<file path="src/rtl/i2cms_pkg.sv">
`default_nettype none
package i2cms_pkg;

    typedef enum logic [1:0] {
        CMD_LOAD  = 2'd0,
        CMD_BEGIN = 2'd1,
        CMD_EVENT = 2'd2,
        CMD_READ  = 2'd3
    } cmd_t;

    typedef enum logic [2:0] {
        ST_IDLE           = 3'd0,
        ST_STARTED        = 3'd1,
        ST_RESTARTED      = 3'd2,
        ST_REPEATED_START = 3'd3,
        ST_DATA_ACK       = 3'd4,
        ST_DATA_NACK      = 3'd5
    } mstate_t;

    // controller status codes
    localparam logic [7:0] SC_START         = 8'h08;
    localparam logic [7:0] SC_RESTART       = 8'h10;
    localparam logic [7:0] SC_ADDR_ACK      = 8'h18;
    localparam logic [7:0] SC_ADDR_NACK     = 8'h20;
    localparam logic [7:0] SC_DATA_ACK      = 8'h28;
    localparam logic [7:0] SC_DATA_NACK     = 8'h30;
    localparam logic [7:0] SC_ARB_LOST      = 8'h38;
    localparam logic [7:0] SC_RD_ADDR_ACK   = 8'h40;
    localparam logic [7:0] SC_RD_ADDR_NACK  = 8'h48;
    localparam logic [7:0] SC_RX_ACK        = 8'h50;
    localparam logic [7:0] SC_RX_NACK       = 8'h58;

    // received bytes land from this buffer offset
    localparam logic [6:0] RX_OFFSET = 7'd3;

    // configuration register indexes (byte address / 4)
    localparam logic [1:0] CFG_WRITE_LENGTH = 2'd0;
    localparam logic [1:0] CFG_READ_LENGTH  = 2'd1;
    localparam logic [1:0] CFG_RESTART_SKIP = 2'd2;

    // control flags of an item on its way to the output
    typedef struct packed {
        logic    tx_valid;
        logic    rd_sel;
        logic    byte_zero;
        logic    request_start;
        logic    request_stop;
        logic    request_ack;
        logic    clear_start;
        logic    clear_interrupt;
        mstate_t master_state;
    } stage_t;

    typedef struct packed {
        logic       tx_valid;
        logic [7:0] tx_byte;
        logic       request_start;
        logic       request_stop;
        logic       request_ack;
        logic       clear_start;
        logic       clear_interrupt;
        logic [2:0] master_state;
        logic [7:0] read_data;
    } result_t;

endpackage
`default_nettype wire

</file>
<file path="src/rtl/i2cms_if.sv">
`default_nettype none
interface i2cms_in_if;
    logic       valid;
    logic       ready;
    logic [1:0] command;
    logic [4:0] index;
    logic [7:0] data_byte;
    logic [7:0] status_code;

    modport source (output valid, output command, output index, output data_byte,
                    output status_code, input ready);
    modport sink (input valid, input command, input index, input data_byte,
                  input status_code, output ready);
endinterface

interface i2cms_out_if;
    logic       valid;
    logic       ready;
    logic       tx_valid;
    logic [7:0] tx_byte;
    logic       request_start;
    logic       request_stop;
    logic       request_ack;
    logic       clear_start;
    logic       clear_interrupt;
    logic [2:0] master_state;
    logic [7:0] read_data;

    modport source (output valid, output tx_valid, output tx_byte,
                    output request_start, output request_stop, output request_ack,
                    output clear_start, output clear_interrupt, output master_state,
                    output read_data, input ready);
    modport sink (input valid, input tx_valid, input tx_byte,
                  input request_start, input request_stop, input request_ack,
                  input clear_start, input clear_interrupt, input master_state,
                  input read_data, output ready);
endinterface
`default_nettype wire

</file>
<file path="src/rtl/i2c_master_status_sequencer.sv">
// I2C master status sequencer. Each item on item_in is one command: load a
// transfer-buffer byte, begin a transfer (positions cleared, state idle, start
// requested), feed one controller status event with the received data byte,
// or read a buffer byte back. Every item gives exactly one result item on
// item_out with the next transmit byte and the start/stop/ack/flag-clear
// requests for the controller, plus the master state after the item.
// Throughput is one item per clock while item_out is not stalled. On accept,
// stage 1 captures the synchronous buffer read and the control flags; stage 1
// then loads the output register, which drives item_out, once that is free.
// The buffer is a BUF_DEPTH x 8 memory with one write and one read
// port; positions and state live in flops and are updated in the accept cycle,
// so back-to-back events never see stale positions and no buffer forwarding
// is needed (an item whose read byte is used never writes the buffer). Each
// buffer entry has a valid bit cleared by reset, so the buffer reads as zero
// until written; no clearing pass is run. Buffer accesses at or past
// BUF_DEPTH read as zero and writes there are dropped. Configuration
// (write_length at 0x0, read_length at 0x4, restart_skips_write at 0x8) is an
// APB slave with pready tied high; write it only while the block is idle.
`default_nettype none
module i2c_master_status_sequencer #(
    parameter int BUF_DEPTH = 32
) (
    input  wire logic        clk,
    input  wire logic        rst_n,
    i2cms_in_if.sink         item_in,
    i2cms_out_if.source      item_out,
    input  wire logic        psel,
    input  wire logic        penable,
    input  wire logic        pwrite,
    input  wire logic [3:0]  paddr,
    input  wire logic [31:0] pwdata,
    output logic      [31:0] prdata,
    output logic             pready
);

    localparam int AW = (BUF_DEPTH > 1) ? $clog2(BUF_DEPTH) : 1;
    // extended buffer positions: up to 31 from index, 64 from write position, 66 from received offset
    localparam logic [8:0] DEPTH_EXT = 9'(BUF_DEPTH);

    // ------------------------------------------------------------------
    // configuration
    // ------------------------------------------------------------------
    logic [5:0] wlen_reg;
    logic [4:0] rlen_reg;
    logic       skip_reg;
    logic       cfg_wr;
    logic [1:0] cfg_idx;

    assign pready  = 1'b1;
    assign cfg_idx = paddr[3:2];
    assign cfg_wr  = psel && penable && pwrite;

    always_ff @(posedge clk or negedge rst_n)
    begin
        if (!rst_n)
        begin
            wlen_reg <= '0;
            rlen_reg <= '0;
            skip_reg <= 1'b0;
        end
        else if (cfg_wr)
        begin
            case (cfg_idx)
                i2cms_pkg::CFG_WRITE_LENGTH: wlen_reg <= pwdata[5:0];
                i2cms_pkg::CFG_READ_LENGTH:  rlen_reg <= pwdata[4:0];
                i2cms_pkg::CFG_RESTART_SKIP: skip_reg <= pwdata[0];
                default: ;
            endcase
        end
    end

    always_comb
    begin
        case (cfg_idx)
            i2cms_pkg::CFG_WRITE_LENGTH: prdata = {26'd0, wlen_reg};
            i2cms_pkg::CFG_READ_LENGTH:  prdata = {27'd0, rlen_reg};
            i2cms_pkg::CFG_RESTART_SKIP: prdata = {31'd0, skip_reg};
            default:                     prdata = '0;
        endcase
    end

    // ------------------------------------------------------------------
    // handshake: stage 1 (buffer read data) feeds the output register
    // ------------------------------------------------------------------
    logic s1_valid_reg;
    logic out_valid_reg;
    logic s1_move;
    logic accept;

    assign s1_move       = s1_valid_reg && (!out_valid_reg || item_out.ready);
    assign item_in.ready = !s1_valid_reg || s1_move;
    assign accept        = item_in.valid && item_in.ready;

    // ------------------------------------------------------------------
    // sequencer decode, done in the accept cycle
    // ------------------------------------------------------------------
    logic [5:0]          wpos_reg, wpos_next;
    logic [5:0]          rpos_reg, rpos_next;
    i2cms_pkg::mstate_t  st_reg, st_next;
    i2cms_pkg::stage_t   dec;
    logic [8:0]          rd_ext;
    logic [8:0]          wr_ext;
    logic                wr_en;
    logic [5:0]          wpos_inc;
    logic [5:0]          rpos_inc;

    assign wpos_inc = wpos_reg + 6'd1;
    assign rpos_inc = rpos_reg + 6'd1;

    always_comb
    begin
        wpos_next = wpos_reg;
        rpos_next = rpos_reg;
        st_next   = st_reg;
        dec       = '0;
        rd_ext    = {3'd0, wpos_reg};
        wr_ext    = {4'd0, item_in.index};
        wr_en     = 1'b0;
        case (i2cms_pkg::cmd_t'(item_in.command))
            i2cms_pkg::CMD_LOAD:
            begin
                wr_en = 1'b1;
            end
            i2cms_pkg::CMD_BEGIN:
            begin
                st_next           = i2cms_pkg::ST_IDLE;
                wpos_next         = '0;
                rpos_next         = '0;
                dec.request_start = 1'b1;
            end
            i2cms_pkg::CMD_READ:
            begin
                dec.rd_sel = 1'b1;
                rd_ext     = {4'd0, item_in.index};
            end
            i2cms_pkg::CMD_EVENT:
            begin
                dec.clear_interrupt = 1'b1;
                case (item_in.status_code)
                    i2cms_pkg::SC_START:
                    begin
                        dec.tx_valid    = 1'b1;
                        wpos_next       = wpos_inc;
                        dec.clear_start = 1'b1;
                        st_next         = i2cms_pkg::ST_STARTED;
                    end
                    i2cms_pkg::SC_RESTART:
                    begin
                        if (!skip_reg)
                        begin
                            dec.tx_valid = 1'b1;
                            wpos_next    = wpos_inc;
                        end
                        dec.clear_start = 1'b1;
                        st_next         = i2cms_pkg::ST_RESTARTED;
                    end
                    i2cms_pkg::SC_ADDR_ACK:
                    begin
                        if (st_reg == i2cms_pkg::ST_STARTED)
                        begin
                            dec.tx_valid = 1'b1;
                            wpos_next    = wpos_inc;
                            st_next      = i2cms_pkg::ST_DATA_ACK;
                        end
                    end
                    i2cms_pkg::SC_DATA_ACK:
                    begin
                        if (wpos_reg < wlen_reg)
                        begin
                            dec.tx_valid = 1'b1;
                            wpos_next    = wpos_inc;
                        end
                        else if (rlen_reg != 5'd0)
                        begin
                            dec.request_start = 1'b1;
                        end
                        else
                        begin
                            dec.request_stop = 1'b1;
                            st_next          = i2cms_pkg::ST_IDLE;
                        end
                    end
                    i2cms_pkg::SC_DATA_NACK:
                    begin
                        if (wpos_reg != wlen_reg)
                        begin
                            // one past the current position, without wrap
                            dec.tx_valid = 1'b1;
                            rd_ext       = {3'd0, wpos_reg} + 9'd1;
                            wpos_next    = wpos_inc;
                            if (wpos_inc != wlen_reg)
                            begin
                                st_next = i2cms_pkg::ST_DATA_ACK;
                            end
                            else if (rlen_reg != 5'd0)
                            begin
                                dec.request_start = 1'b1;
                                st_next           = i2cms_pkg::ST_REPEATED_START;
                            end
                            else
                            begin
                                st_next = i2cms_pkg::ST_DATA_NACK;
                            end
                        end
                        else if (rlen_reg != 5'd0)
                        begin
                            dec.request_start = 1'b1;
                            st_next           = i2cms_pkg::ST_REPEATED_START;
                        end
                        else
                        begin
                            dec.request_stop = 1'b1;
                            st_next          = i2cms_pkg::ST_DATA_NACK;
                        end
                    end
                    i2cms_pkg::SC_RD_ADDR_ACK:
                    begin
                        dec.request_ack = 1'b1;
                    end
                    i2cms_pkg::SC_RX_ACK,
                    i2cms_pkg::SC_RX_NACK:
                    begin
                        wr_en  = 1'b1;
                        wr_ext = {2'd0, 7'({1'b0, rpos_reg} + i2cms_pkg::RX_OFFSET)};
                        if (rpos_inc != {1'b0, rlen_reg})
                        begin
                            rpos_next = rpos_inc;
                            st_next   = i2cms_pkg::ST_DATA_ACK;
                        end
                        else
                        begin
                            rpos_next = '0;
                            st_next   = i2cms_pkg::ST_DATA_NACK;
                        end
                        dec.request_ack = 1'b1;
                    end
                    i2cms_pkg::SC_ADDR_NACK,
                    i2cms_pkg::SC_RD_ADDR_NACK:
                    begin
                        st_next = i2cms_pkg::ST_DATA_NACK;
                    end
                    // arbitration lost and anything else: interrupt clear only
                    i2cms_pkg::SC_ARB_LOST: ;
                    default: ;
                endcase
            end
            default: ;
        endcase
        dec.master_state = st_next;
    end

    always_ff @(posedge clk or negedge rst_n)
    begin
        if (!rst_n)
        begin
            wpos_reg <= '0;
            rpos_reg <= '0;
            st_reg   <= i2cms_pkg::ST_IDLE;
        end
        else if (accept)
        begin
            wpos_reg <= wpos_next;
            rpos_reg <= rpos_next;
            st_reg   <= st_next;
        end
    end

    // ------------------------------------------------------------------
    // transfer buffer: one write port, one registered read port
    // ------------------------------------------------------------------
    logic [7:0]           buf_mem [BUF_DEPTH];
    logic [BUF_DEPTH-1:0] buf_valid_reg;
    logic [7:0]           rdata_reg;
    logic [AW-1:0]        rd_addr;
    logic [AW-1:0]        wr_addr;
    logic                 rd_in_range;
    logic                 wr_hit;

    assign rd_addr     = rd_ext[AW-1:0];
    assign wr_addr     = wr_ext[AW-1:0];
    assign rd_in_range = rd_ext < DEPTH_EXT;
    assign wr_hit      = accept && wr_en && (wr_ext < DEPTH_EXT);

    always_ff @(posedge clk)
    begin
        if (wr_hit)
        begin
            buf_mem[wr_addr] <= item_in.data_byte;
        end
        if (accept)
        begin
            rdata_reg <= buf_mem[rd_addr];
        end
    end

    always_ff @(posedge clk or negedge rst_n)
    begin
        if (!rst_n)
        begin
            buf_valid_reg <= '0;
        end
        else if (wr_hit)
        begin
            buf_valid_reg[wr_addr] <= 1'b1;
        end
    end

    // ------------------------------------------------------------------
    // stage 1 and output register
    // ------------------------------------------------------------------
    i2cms_pkg::stage_t  s1_reg;
    i2cms_pkg::stage_t  s1_next;
    i2cms_pkg::result_t out_reg;
    i2cms_pkg::result_t res_next;
    logic [7:0]         s1_byte;

    always_comb
    begin
        s1_next           = dec;
        // out of range or never written reads as zero
        s1_next.byte_zero = !rd_in_range || !buf_valid_reg[rd_addr];
    end

    always_ff @(posedge clk)
    begin
        if (accept)
        begin
            s1_reg <= s1_next;
        end
        if (s1_move)
        begin
            out_reg <= res_next;
        end
    end

    always_ff @(posedge clk or negedge rst_n)
    begin
        if (!rst_n)
        begin
            s1_valid_reg  <= 1'b0;
            out_valid_reg <= 1'b0;
        end
        else
        begin
            if (accept)
            begin
                s1_valid_reg <= 1'b1;
            end
            else if (s1_move)
            begin
                s1_valid_reg <= 1'b0;
            end
            if (s1_move)
            begin
                out_valid_reg <= 1'b1;
            end
            else if (item_out.ready)
            begin
                out_valid_reg <= 1'b0;
            end
        end
    end

    assign s1_byte = s1_reg.byte_zero ? 8'd0 : rdata_reg;

    always_comb
    begin
        res_next.tx_valid        = s1_reg.tx_valid;
        res_next.tx_byte         = s1_reg.tx_valid ? s1_byte : 8'd0;
        res_next.request_start   = s1_reg.request_start;
        res_next.request_stop    = s1_reg.request_stop;
        res_next.request_ack     = s1_reg.request_ack;
        res_next.clear_start     = s1_reg.clear_start;
        res_next.clear_interrupt = s1_reg.clear_interrupt;
        res_next.master_state    = s1_reg.master_state;
        res_next.read_data       = s1_reg.rd_sel ? s1_byte : 8'd0;
    end

    assign item_out.valid           = out_valid_reg;
    assign item_out.tx_valid        = out_reg.tx_valid;
    assign item_out.tx_byte         = out_reg.tx_byte;
    assign item_out.request_start   = out_reg.request_start;
    assign item_out.request_stop    = out_reg.request_stop;
    assign item_out.request_ack     = out_reg.request_ack;
    assign item_out.clear_start     = out_reg.clear_start;
    assign item_out.clear_interrupt = out_reg.clear_interrupt;
    assign item_out.master_state    = out_reg.master_state;
    assign item_out.read_data       = out_reg.read_data;

endmodule
`default_nettype wire

</file>
<file path="src/flat_wrapper.sv">
// flat-port wrapper written by rule: the top's interface ports become plain ports
module i2c_master_status_sequencer_flat 
#(
    parameter int BUF_DEPTH = 32
)
  (clk, rst_n, psel, penable, pwrite, paddr, pwdata, prdata, pready, item_in_valid, item_in_command, item_in_index, item_in_data_byte, item_in_status_code, item_in_ready, item_out_valid, item_out_tx_valid, item_out_tx_byte, item_out_request_start, item_out_request_stop, item_out_request_ack, item_out_clear_start, item_out_clear_interrupt, item_out_master_state, item_out_read_data, item_out_ready);
  i2cms_in_if item_in_i ();
  i2cms_out_if item_out_i ();
  input  wire logic clk;
  input  wire logic rst_n;
  input  wire logic psel;
  input  wire logic penable;
  input  wire logic pwrite;
  input  wire logic [3:0] paddr;
  input  wire logic [31:0] pwdata;
  output logic      [31:0] prdata;
  output logic pready;
  input wire logic [$bits(item_in_i.valid)-1:0] item_in_valid;
  input wire logic [$bits(item_in_i.command)-1:0] item_in_command;
  input wire logic [$bits(item_in_i.index)-1:0] item_in_index;
  input wire logic [$bits(item_in_i.data_byte)-1:0] item_in_data_byte;
  input wire logic [$bits(item_in_i.status_code)-1:0] item_in_status_code;
  output wire logic [$bits(item_in_i.ready)-1:0] item_in_ready;
  output wire logic [$bits(item_out_i.valid)-1:0] item_out_valid;
  output wire logic [$bits(item_out_i.tx_valid)-1:0] item_out_tx_valid;
  output wire logic [$bits(item_out_i.tx_byte)-1:0] item_out_tx_byte;
  output wire logic [$bits(item_out_i.request_start)-1:0] item_out_request_start;
  output wire logic [$bits(item_out_i.request_stop)-1:0] item_out_request_stop;
  output wire logic [$bits(item_out_i.request_ack)-1:0] item_out_request_ack;
  output wire logic [$bits(item_out_i.clear_start)-1:0] item_out_clear_start;
  output wire logic [$bits(item_out_i.clear_interrupt)-1:0] item_out_clear_interrupt;
  output wire logic [$bits(item_out_i.master_state)-1:0] item_out_master_state;
  output wire logic [$bits(item_out_i.read_data)-1:0] item_out_read_data;
  input wire logic [$bits(item_out_i.ready)-1:0] item_out_ready;
  assign item_in_i.valid = item_in_valid;
  assign item_in_i.command = item_in_command;
  assign item_in_i.index = item_in_index;
  assign item_in_i.data_byte = item_in_data_byte;
  assign item_in_i.status_code = item_in_status_code;
  assign item_in_ready = item_in_i.ready;
  assign item_out_valid = item_out_i.valid;
  assign item_out_tx_valid = item_out_i.tx_valid;
  assign item_out_tx_byte = item_out_i.tx_byte;
  assign item_out_request_start = item_out_i.request_start;
  assign item_out_request_stop = item_out_i.request_stop;
  assign item_out_request_ack = item_out_i.request_ack;
  assign item_out_clear_start = item_out_i.clear_start;
  assign item_out_clear_interrupt = item_out_i.clear_interrupt;
  assign item_out_master_state = item_out_i.master_state;
  assign item_out_read_data = item_out_i.read_data;
  assign item_out_i.ready = item_out_ready;
  i2c_master_status_sequencer #(.BUF_DEPTH(BUF_DEPTH)) u_core (.clk(clk), .rst_n(rst_n), .item_in(item_in_i), .item_out(item_out_i), .psel(psel), .penable(penable), .pwrite(pwrite), .paddr(paddr), .pwdata(pwdata), .prdata(prdata), .pready(pready));
endmodule
</file>
<file path="config.mk">
export PLATFORM = sky130hd
export DESIGN_NAME = i2c_master_status_sequencer_flat
export DESIGN_NICKNAME = d
export VERILOG_FILES = /design/src/rtl/i2cms_pkg.sv /design/src/rtl/i2cms_if.sv /design/src/rtl/i2c_master_status_sequencer.sv /design/src/flat_wrapper.sv
export SDC_FILE = /design/constraint.sdc
export NUM_CORES = 1
export LEC_CHECK = 0
export BUFFER_PORTS_ARGS = -buffer_cell sky130_fd_sc_hd__clkbuf_2
export CAP_MARGIN = 20
export CORE_MARGIN = 2
export CORE_UTILIZATION = 25
export DETAILED_ROUTE_END_ITERATION = 16
export HOLD_SLACK_MARGIN = 0.06
export PLACE_DENSITY = 0.5
export SYNTH_ARGS = -nofsm -noshare
export SYNTH_HDL_FRONTEND = slang
export SYNTH_SLANG_ARGS = --single-unit
</file>
<file path="constraint.sdc">
create_clock -name clk -period 3.7 [get_ports clk]
set_input_delay 0.925 -clock clk [delete_from_list [all_inputs] [get_ports clk]]
set_output_delay 0.925 -clock clk [all_outputs]
set_load 0.02 [all_outputs]
</file>
After elaboration in Yosys (flattened, before gate mapping)
Memory sizes are Yosys's and may differ from the RTL's. A register that Yosys moved wholly into a read port is not among the register bits.
Cells that the tools add are included.
{"block": "word_totals", "mem_bits_rw": 256, "out_inout_bits": 60, "memories": 1, "word_cells": 147, "input_bits": 66, "register_bits": 97}
{"block": "classes", "n_lt_le_gt_ge": 6, "bitwise_logic": 1, "reduce_logical": 29, "muxes": 54, "n_addsub": 4, "eq_ne": 25}
{"memory": "u_core.buf_mem", "words": 32, "word_bits": 8, "read_ports": 1, "rd_clocked_by_memory_dff": 1, "wr": 1, "line": "i2c_master_status_sequencer.sv:271", "rtl": "logic [7:0] buf_mem [BUF_DEPTH];"}
{"operator": "6-bit two-way mux", "count": 6}
{"operator": "8-bit by 7-bit equality test with 1-bit output, second input constant", "count": 4}
{"operator": "32-bit OR", "count": 1}
{"operator": "6-bit one-hot mux with 5 select lines", "count": 1}
{"operator": "9-bit two-way mux", "count": 3}
{"operator": "8-bit by 6-bit equality test with 1-bit output, second input constant", "count": 3}
{"operator": "6-bit one-hot mux with 2 select lines", "count": 2}
{"operator": "1-bit two-way mux", "count": 23}
{"operator": "3-bit one-hot mux with 7 select lines", "count": 1}
{"operator": "9-bit by 6-bit < comparator with 1-bit output, second input constant", "count": 2}
{"operator": "3-bit two-way mux", "count": 6}
{"operator": "6-bit one-hot mux with 3 select lines", "count": 1}
{"operator": "9-bit one-hot mux with 2 select lines", "count": 1}
{"operator": "8-bit by 5-bit equality test with 1-bit output, second input constant", "count": 2}
{"operator": "6-bit by 1-bit adder with 6-bit output, second input constant", "count": 2}
{"operator": "5-bit by 6-bit < comparator with 1-bit output, second input constant", "count": 2}
{"operator": "6-bit inequality test", "count": 2}
{"operator": "3-bit by 2-bit inequality test with 1-bit output, second input constant", "count": 3}
{"operator": "8-bit by 4-bit equality test with 1-bit output, second input constant", "count": 1}
{"operator": "8-bit two-way mux", "count": 1}
{"operator": "6-bit by 1-bit adder with 7-bit output, second input constant", "count": 1}
{"operator": "6-bit by 2-bit adder with 7-bit output, second input constant", "count": 1}
{"operator": "1-bit logical AND", "count": 7}
{"operator": "7-bit two-way mux", "count": 1}
{"operator": "26 further kinds", "count": 42}

Logic depth before layout (Yosys ltp)
Gate-level depths: netlist of the first run.
{"block": "depth", "ltp_word": 9, "mapped_depth": 13, "depth_no_buf": 10}

Worst setup path after synthesis of the first run
Ideal clock, no wire load.
{"block": "synth_path", "kind": "input to register", "from": "input port item_in_command[0]", "to": "register u_core.s1_reg[8] (netlist name), data pin", "arrival_time_ns": 3.090, "path_stages": 12, "n_path_buf": 2, "setup_time_ns": 0.275, "setup_slack_ns": 0.335, "t_required_ns": 3.425, "path_cell_list": "inv_1 -> ha_1 -> clkbuf_1 -> inv_1 -> or3_1 -> mux2_4 -> nand2_1 -> buf_4 -> nand2_1 -> a221o_1 -> a32oi_1 -> o2111ai_1"}
{"element": "start, declared", "line": "flat_wrapper.sv:19", "rtl": "input wire logic [$bits(item_in_i.command)-1:0] item_in_command;"}
{"element": "end signal, assigned", "line": "i2c_master_status_sequencer.sv:328", "rtl": "s1_reg <= s1_next;"}
{"element": "end, declared", "line": "i2c_master_status_sequencer.sv:311", "rtl": "i2cms_pkg::stage_t s1_reg;"}

Worst setup path after layout of the first run
{"block": "layout_path", "from": "register u_core.wlen_reg[4]", "to": "register u_core.rdata_reg[7] (read register of u_core.buf_mem), data pin"}
{"block": "layout_between", "elab_chain_len": 4}
{"element": "start, declared", "line": "i2c_master_status_sequencer.sv:43", "rtl": "logic [5:0] wlen_reg;"}
{"element": "start signal, assigned", "line": "i2c_master_status_sequencer.sv:64", "rtl": "i2cms_pkg::CFG_WRITE_LENGTH: wlen_reg <= pwdata[5:0];"}
{"element": "6-bit inequality test", "line": "i2c_master_status_sequencer.sv:185", "rtl": "if (wpos_reg != wlen_reg)"}
{"element": "9-bit two-way mux", "line": "i2c_master_status_sequencer.sv:185"}
{"element": "9-bit two-way mux", "line": "i2c_master_status_sequencer.sv:139", "rtl": "case (item_in.status_code)"}
{"element": "9-bit one-hot mux with 2 select lines", "line": "i2c_master_status_sequencer.sv:119", "rtl": "case (i2cms_pkg::cmd_t'(item_in.command))"}
{"element": "end, declared", "line": "i2c_master_status_sequencer.sv:273", "rtl": "logic [7:0] rdata_reg;"}
Every way passes these cells.
A chain may end at the register's enable or synchronous reset.

==> flow_summary.ini, run 1 <==
[cells_and_area]
antennaDiodeCount = 0
final_area_um2 = 19400
largest_reg_flops = 256
multi_input_area_um2 = 4920
syn_to_final_growth_pct = 21.3
regArea_um2 = 10500
fillers = 6397
layout-drive-gt1-share = 0.218
final_nets = 1575

[place]
hpwl_um = 28700
place_area_um2 = 18100
gp_congestion = 0.841
portBuffers = 70

[setup_path]
critPathCaptureType = register
path_buf_inv = 4
slowest_stage = a2111oi_4
rr_endpoint = u_core.rdata_reg[7]
path_max_fanout = 32
rr_worst_depth = 12
reg2reg_from = u_core.wlen_reg[4]
cp.arrival_ps = 3870
path_delay_family = compound AO/OA/AOI/OAI gates
cp_cell_sequence = inv_1 -> ha_1 -> and4_1 -> buf_4 -> a2111oi_4 -> mux2_4 -> buf_12 -> mux2i_1 -> a32oi_1 -> nand4_1 -> buf_4 -> nand4_1
cp.required_ps = 4120
slowest_delay_ps = 460
startpoint_type = register
r2r_setup_slack_ps = 240
critical_path_class = reg2reg

[clock_tree]
cts_tree = yes
cts.sinks = 361
cts_buffer_depth = 3
h-tree-depth = 2
cts-root-buf = clkbuf_16
post_cts.repair.setup_buffers = 0
cts.clk_slew.worst_paths_ps = 70
hold_buffers = 0
insertion_delay_ps = 570
cts_resized = 0
cts_made_buffers = 40

[floorplanning]
die_area_um2 = 66000
die_y_um = 257
rows = 92
pin_count = 126
die_x_um = 257
initial_utilization = 0.253
core-area_um2 = 63200

[logic_synthesis]
postSynthCellCount = 1316
synth_flop_cell = edfxtp_1
synth_seq_cells = 361
netlist.area_leader.share = 0.563
synthArstFlopShare = 0.169
ys_types = 73
yosys.area.top_type = edfxtp_1
synth-seq-area-share = 0.658
syn-cell-area_um2 = 16000
synth_area_per_cell_um2 = 12.2
ys_top_cells_by_area = edfxtp_1, dfrtp_1, nand2_1, nand3_1, buf_4
synthTopCellsByCount = edfxtp_1, nand2_1, nand3_1, dfrtp_1, nor2_1
yosysWarnings = 0
synth-edff-count = 300

[grt]
grt_pass1_vias = 10700
grt_max_degree = 40
overflow = 0
grt_pass1_wl_um = 64500
grt_usage = 0.127
antenna_found_initial = 1

[sta]
finalHoldViolCount = 0
layout_min_cycle_time_ps = 3460
slew_headroom = 0.426
fin_crit_sh = 0.934
fmax_mhz = 289
rsz0062_at_grt = false
worst_pin_slew_ps = 859
totalNegativeSetupSlack_ps = 0
drv_slew = 0
setup_viol = 0
fin_skew_ps = 17.9

[drt]
num_vias = 10700
wl_per_cell_um = 17.7
via_per_inst = 4.51
drc_errors = 0
drtPass1Iterations = 6
ant_nets = 0
dr.first_iter.drc_count = 769
wirelength_um = 41900

[pwr]
ir_worst_vdd_v = 0.000273
finalPower_mw = 11.0
power_density_nw_per_um2 = 567
p_leak_nw = 7.33

[worst_hold_path]
hold_class = in2async

[run_status]
outcome = complete, no violations

[run]
maxCapViolations = 0
## through the flow
stage / worst slack, ps / std cells / util / hold WS [ps]
2_1_floorplan: 335 / 1341 / - / 400
3_3_place_gp: -321 / 2300 / 0.286 / 405
3_5_place_dp: -312 / 2300 / 0.286 / 410
4_1_cts: 204 / 2371 / 0.307 / 337
5_1_grt: 90.9 / 2371 / 0.307 / 380
6_report: 244 / 2371 / 0.307 / 355
## area by class of cell
type / instances / area share
Sequential cell: 361 / 0.543
Multi-Input combinational cell: 868 / 0.254
Timing Repair Buffer: 203 / 0.0766
Tap cell: 846 / 0.0545
Clock buffer: 46 / 0.0538
Clock inverter: 25 / 0.0143
Inverter: 22 / 0.00425
## worst register-to-register path, cell delays in order, from the launching register on
cell,delay [ps]
dfrtp_1,430
inv_1,70
ha_1,310
and4_1,260
buf_4,170
a2111oi_4,460
mux2_4,410
buf_12,200
mux2i_1,180
a32oi_1,220
nand4_1,280
buf_4,240
nand4_1,90
## worst max path at each step
stage                                 startpoint                  end  slack, ps  cells after the start
after floorplan               item_in_command[0]     u_core.s1_reg[8]        330                     12
after global placement    item_in_status_code[1]  u_core.rdata_reg[7]       -320                     12
after detailed placement  item_in_status_code[1]  u_core.rdata_reg[7]       -310                     12
after CTS                     u_core.wlen_reg[4]  u_core.rdata_reg[7]        200                     13
after global routing      item_in_status_code[1]  u_core.rdata_reg[7]         90                     12
final                         u_core.wlen_reg[4]  u_core.rdata_reg[7]        240                     12
## placed cells by master (no fill, tap or decap), types with 11 or more instances in the layout
| cell | Yosys | routed |
|---|---|---|
| and3b_1 | 18 | 18 |
| nor2_1 | 60 | 60 |
| dfrtp_1 | 61 | 61 |
| buf_4 | 35 | 122 |
| clkbuf_16 | 0 | 41 |
| clkbuf_2 | 0 | 69 |
| xnor2_1 | 13 | 13 |
| inv_1 | 22 | 22 |
| mux2i_1 | 17 | 16 |
| a21oi_1 | 15 | 15 |
| nor3_1 | 11 | 11 |
| edfxtp_1 | 300 | 300 |
| and3_1 | 11 | 11 |
| nand3_1 | 105 | 105 |
| or2_2 | 32 | 32 |
| buf_12 | 0 | 11 |
| conb_1 | 2 | 27 |
| o21ai_0 | 23 | 23 |
| nand2_1 | 300 | 300 |
| nand4_1 | 36 | 36 |
| a32oi_1 | 11 | 11 |
| ha_1 | 13 | 13 |
| a31oi_1 | 27 | 27 |
| mux2_2 | 15 | 15 |
## report_power, final
group          internal (mW)  switching [mW]
logic                  0.848            1.37
registers               4.62           0.118
clock network           2.39            1.66
## cell families (layout without fill, tap and decap cells)
group	count (synthesis)	in the layout	synth area share
XOR/XNOR	21	21	0.0124
AO/OA/AOI/OAI	151	151	0.0716
other	2	27	0.000469
flip-flops	361	361	0.658
adder cells (fa/ha/maj)	13	13	0.0102
AND/OR/NAND/NOR	622	622	0.183
multiplexers	34	34	0.0231
buffers and inverters	112	296	0.0404
## routing by layer
| layer | GRT usage | part of all wire |
|---|---|---|
| met3 | 0.0227 | 0.044 |
| met5 | 0 | 0.00017 |
| met2 | 0.213 | 0.48 |
| met4 | 0.0380 | 0.024 |
| met1 | 0.167 | 0.45 |
No activity file was read; power rests on OpenSTA's default activity.
==> run 2, diff against run 1 <==
--- a/config.mk
+++ b/config.mk
@@ -8,10 +8,11 @@
 export BUFFER_PORTS_ARGS = -buffer_cell sky130_fd_sc_hd__clkbuf_2
 export CAP_MARGIN = 20
 export CORE_MARGIN = 2
-export CORE_UTILIZATION = 25
+export CORE_UTILIZATION = 45
+export CTS_BUF_LIST = sky130_fd_sc_hd__clkbuf_4 sky130_fd_sc_hd__clkbuf_8 sky130_fd_sc_hd__clkbuf_16
 export DETAILED_ROUTE_END_ITERATION = 16
 export HOLD_SLACK_MARGIN = 0.06
-export PLACE_DENSITY = 0.5
+export PLACE_DENSITY = 0.73
 export SYNTH_ARGS = -nofsm -noshare
 export SYNTH_HDL_FRONTEND = slang
 export SYNTH_SLANG_ARGS = --single-unit
==> run 2 against run 1 <==
Flip-flop and latch count did not move; highest routed layer is now met4; clock power fell by 7.2%; wire length fell by 11%; fmax fell by 0.18%; critical path depth did not move; combinational power fell by 4%; critical endpoint is now u_core.rdata_reg[3]; register-to-register slack barely moved; first-iteration DRC count rose by 30%; setup slack got worse by 6.3 ps; largest power group unchanged; non-clock buffer count fell by 23.
==> flow_summary.ini, run 2 (synthesized netlist as in run 1, its figures left out) <==
[setup_path]
slowest_stage = a2111oi_4
cp_cell_sequence = inv_1 -> ha_1 -> and2_1 -> a2111oi_4 -> buf_4 -> mux2i_4 -> buf_12 -> buf_4 -> nand2_1 -> a31oi_1 -> nand4_1 -> nand4_1
path_delay_family = simple AND/OR/NAND/NOR gates
critical_path_class = reg2reg
path_buf_inv = 4
path_max_fanout = 15
slowest_delay_ps = 500
cp.arrival_ps = 3850
cp.required_ps = 4090
startpoint_type = register
critPathCaptureType = register

[place]
portBuffers = 70
place_area_um2 = 17500
post-place-ws_ps = -167
hpwl_um = 25300
gp_congestion = 0.868

[pwr]
ir_worst_vdd_v = 0.000320
p_leak_nw = 7.23
power_density_nw_per_um2 = 569

[clock_tree]
post_cts.repair.setup_buffers = 0
insertion_delay_ps = 540
cts_made_buffers = 38
h-tree-depth = 2
cts_resized = 0
cts_buffer_depth = 3
hold_buffers = 0
cts_tree = yes
cts.sinks = 361
cts.clk_slew.worst_paths_ps = 60
cts-root-buf = clkbuf_16

[sta]
setup_slack_ps = 238
fmax_mhz = 289
rsz0062_at_grt = false
layout_min_cycle_time_ps = 3460
fin_skew_ps = 19.6
drv_slew = 0
finalHoldViolCount = 0
worst_pin_slew_ps = 855
slew_headroom = 0.430
totalNegativeSetupSlack_ps = 0
whs_ps = 419
fin_crit_sh = 0.936
setup_viol = 0

[cells_and_area]
largest_reg_flops = 256
final_area_um2 = 18700
regArea_um2 = 10500
final_nets = 1550
fillers = 2843
antennaDiodeCount = 0
multi_input_area_um2 = 4920
layout-drive-gt1-share = 0.209
syn_to_final_growth_pct = 17.2
final_cell_mix = nand2_1, edfxtp_1, nand3_1, buf_4, clkbuf_2

[grt]
overflow = 0
grt_pass1_wl_um = 57200
grt_max_degree = 36
grt_pass1_vias = 10300
antenna_found_initial = 0
grt_usage = 0.203

[floorplanning]
die_y_um = 193
rows = 69
initial_utilization = 0.453
core-area_um2 = 35300
pin_count = 126
die_area_um2 = 37100
die_x_um = 193

[run]
maxCapViolations = 0

[drt]
drc_errors = 0
ant_nets = 0
via_per_inst = 5.51
num_vias = 10800
wl_per_cell_um = 19.0
wirelength_um = 37300
dr.first_iter.drc_count = 1002
drtPass1Iterations = 7

[worst_hold_path]
hold_class = reg2reg

[run_status]
outcome = complete, no violations
## run 2: changes by cell type in the layout (fill, tap and decap cells not counted), sizes merged
cell | previous run | this run
clkbuf | 115 | 117
inv | 24 | 23
buf | 134 | 111
clkinvlp | 1 | 0
bufinv | 5 | 3
clkinv | 17 | 18
## run 2: per-stage QoR
step,power [mW],util,instances
after floorplan,6.13,-,1341
after global placement,6.89,0.495,1891
after detailed placement,6.95,0.495,1891
after CTS,10.7,0.531,1961
after global routing,11.1,0.531,1962
final,10.7,0.531,1962
## run 2: cell type report
type                    count  share of cell area
flip-flops and latches    361               0.562
clock buffers              48              0.0557
multi-input cells         868               0.263
inverters                  22             0.00440
clock inverters            22              0.0114
well taps                 461              0.0308
repair buffers            180              0.0731
## run 2: worst register-to-register path, cell delays in order, from the launching register on
cell	delay, ps
dfrtp_1	460
inv_1	120
ha_1	350
and2_1	260
a2111oi_4	500
buf_4	200
mux2i_4	240
buf_12	160
buf_4	230
nand2_1	80
a31oi_1	200
nand4_1	300
nand4_1	230
## run 2: path summary, 6_finish.rpt
kind	start	endpoint	slack, ps	cells past startpoint
max	u_core.wpos_reg[0]	u_core.rdata_reg[3]	240	12
min	u_core.res_next[10]	u_core.item_out.master_state[2]	420	0
max reg2reg	u_core.wpos_reg[0]	u_core.rdata_reg[3]	240	12
min reg2reg	u_core.res_next[10]	u_core.item_out.master_state[2]	420	0
max in group asynchronous	rst_n	u_core.buf_valid_reg[7]	2220	3
min in group asynchronous	rst_n	u_core.wlen_reg[1]	500	1
## run 2: power by group
group	switching, mW	internal, mW	leakage (nW)
logic	1.29	0.821	3.07
registers	0.158	4.62	3.53
clock network	1.53	2.23	0.633
## run 2: per-layer routing
metal	track usage	routed length (µm)
met1	0.267	15600
met2	0.338	18000
met3	0.0398	2680
met4	0.0681	994
met5	0	0
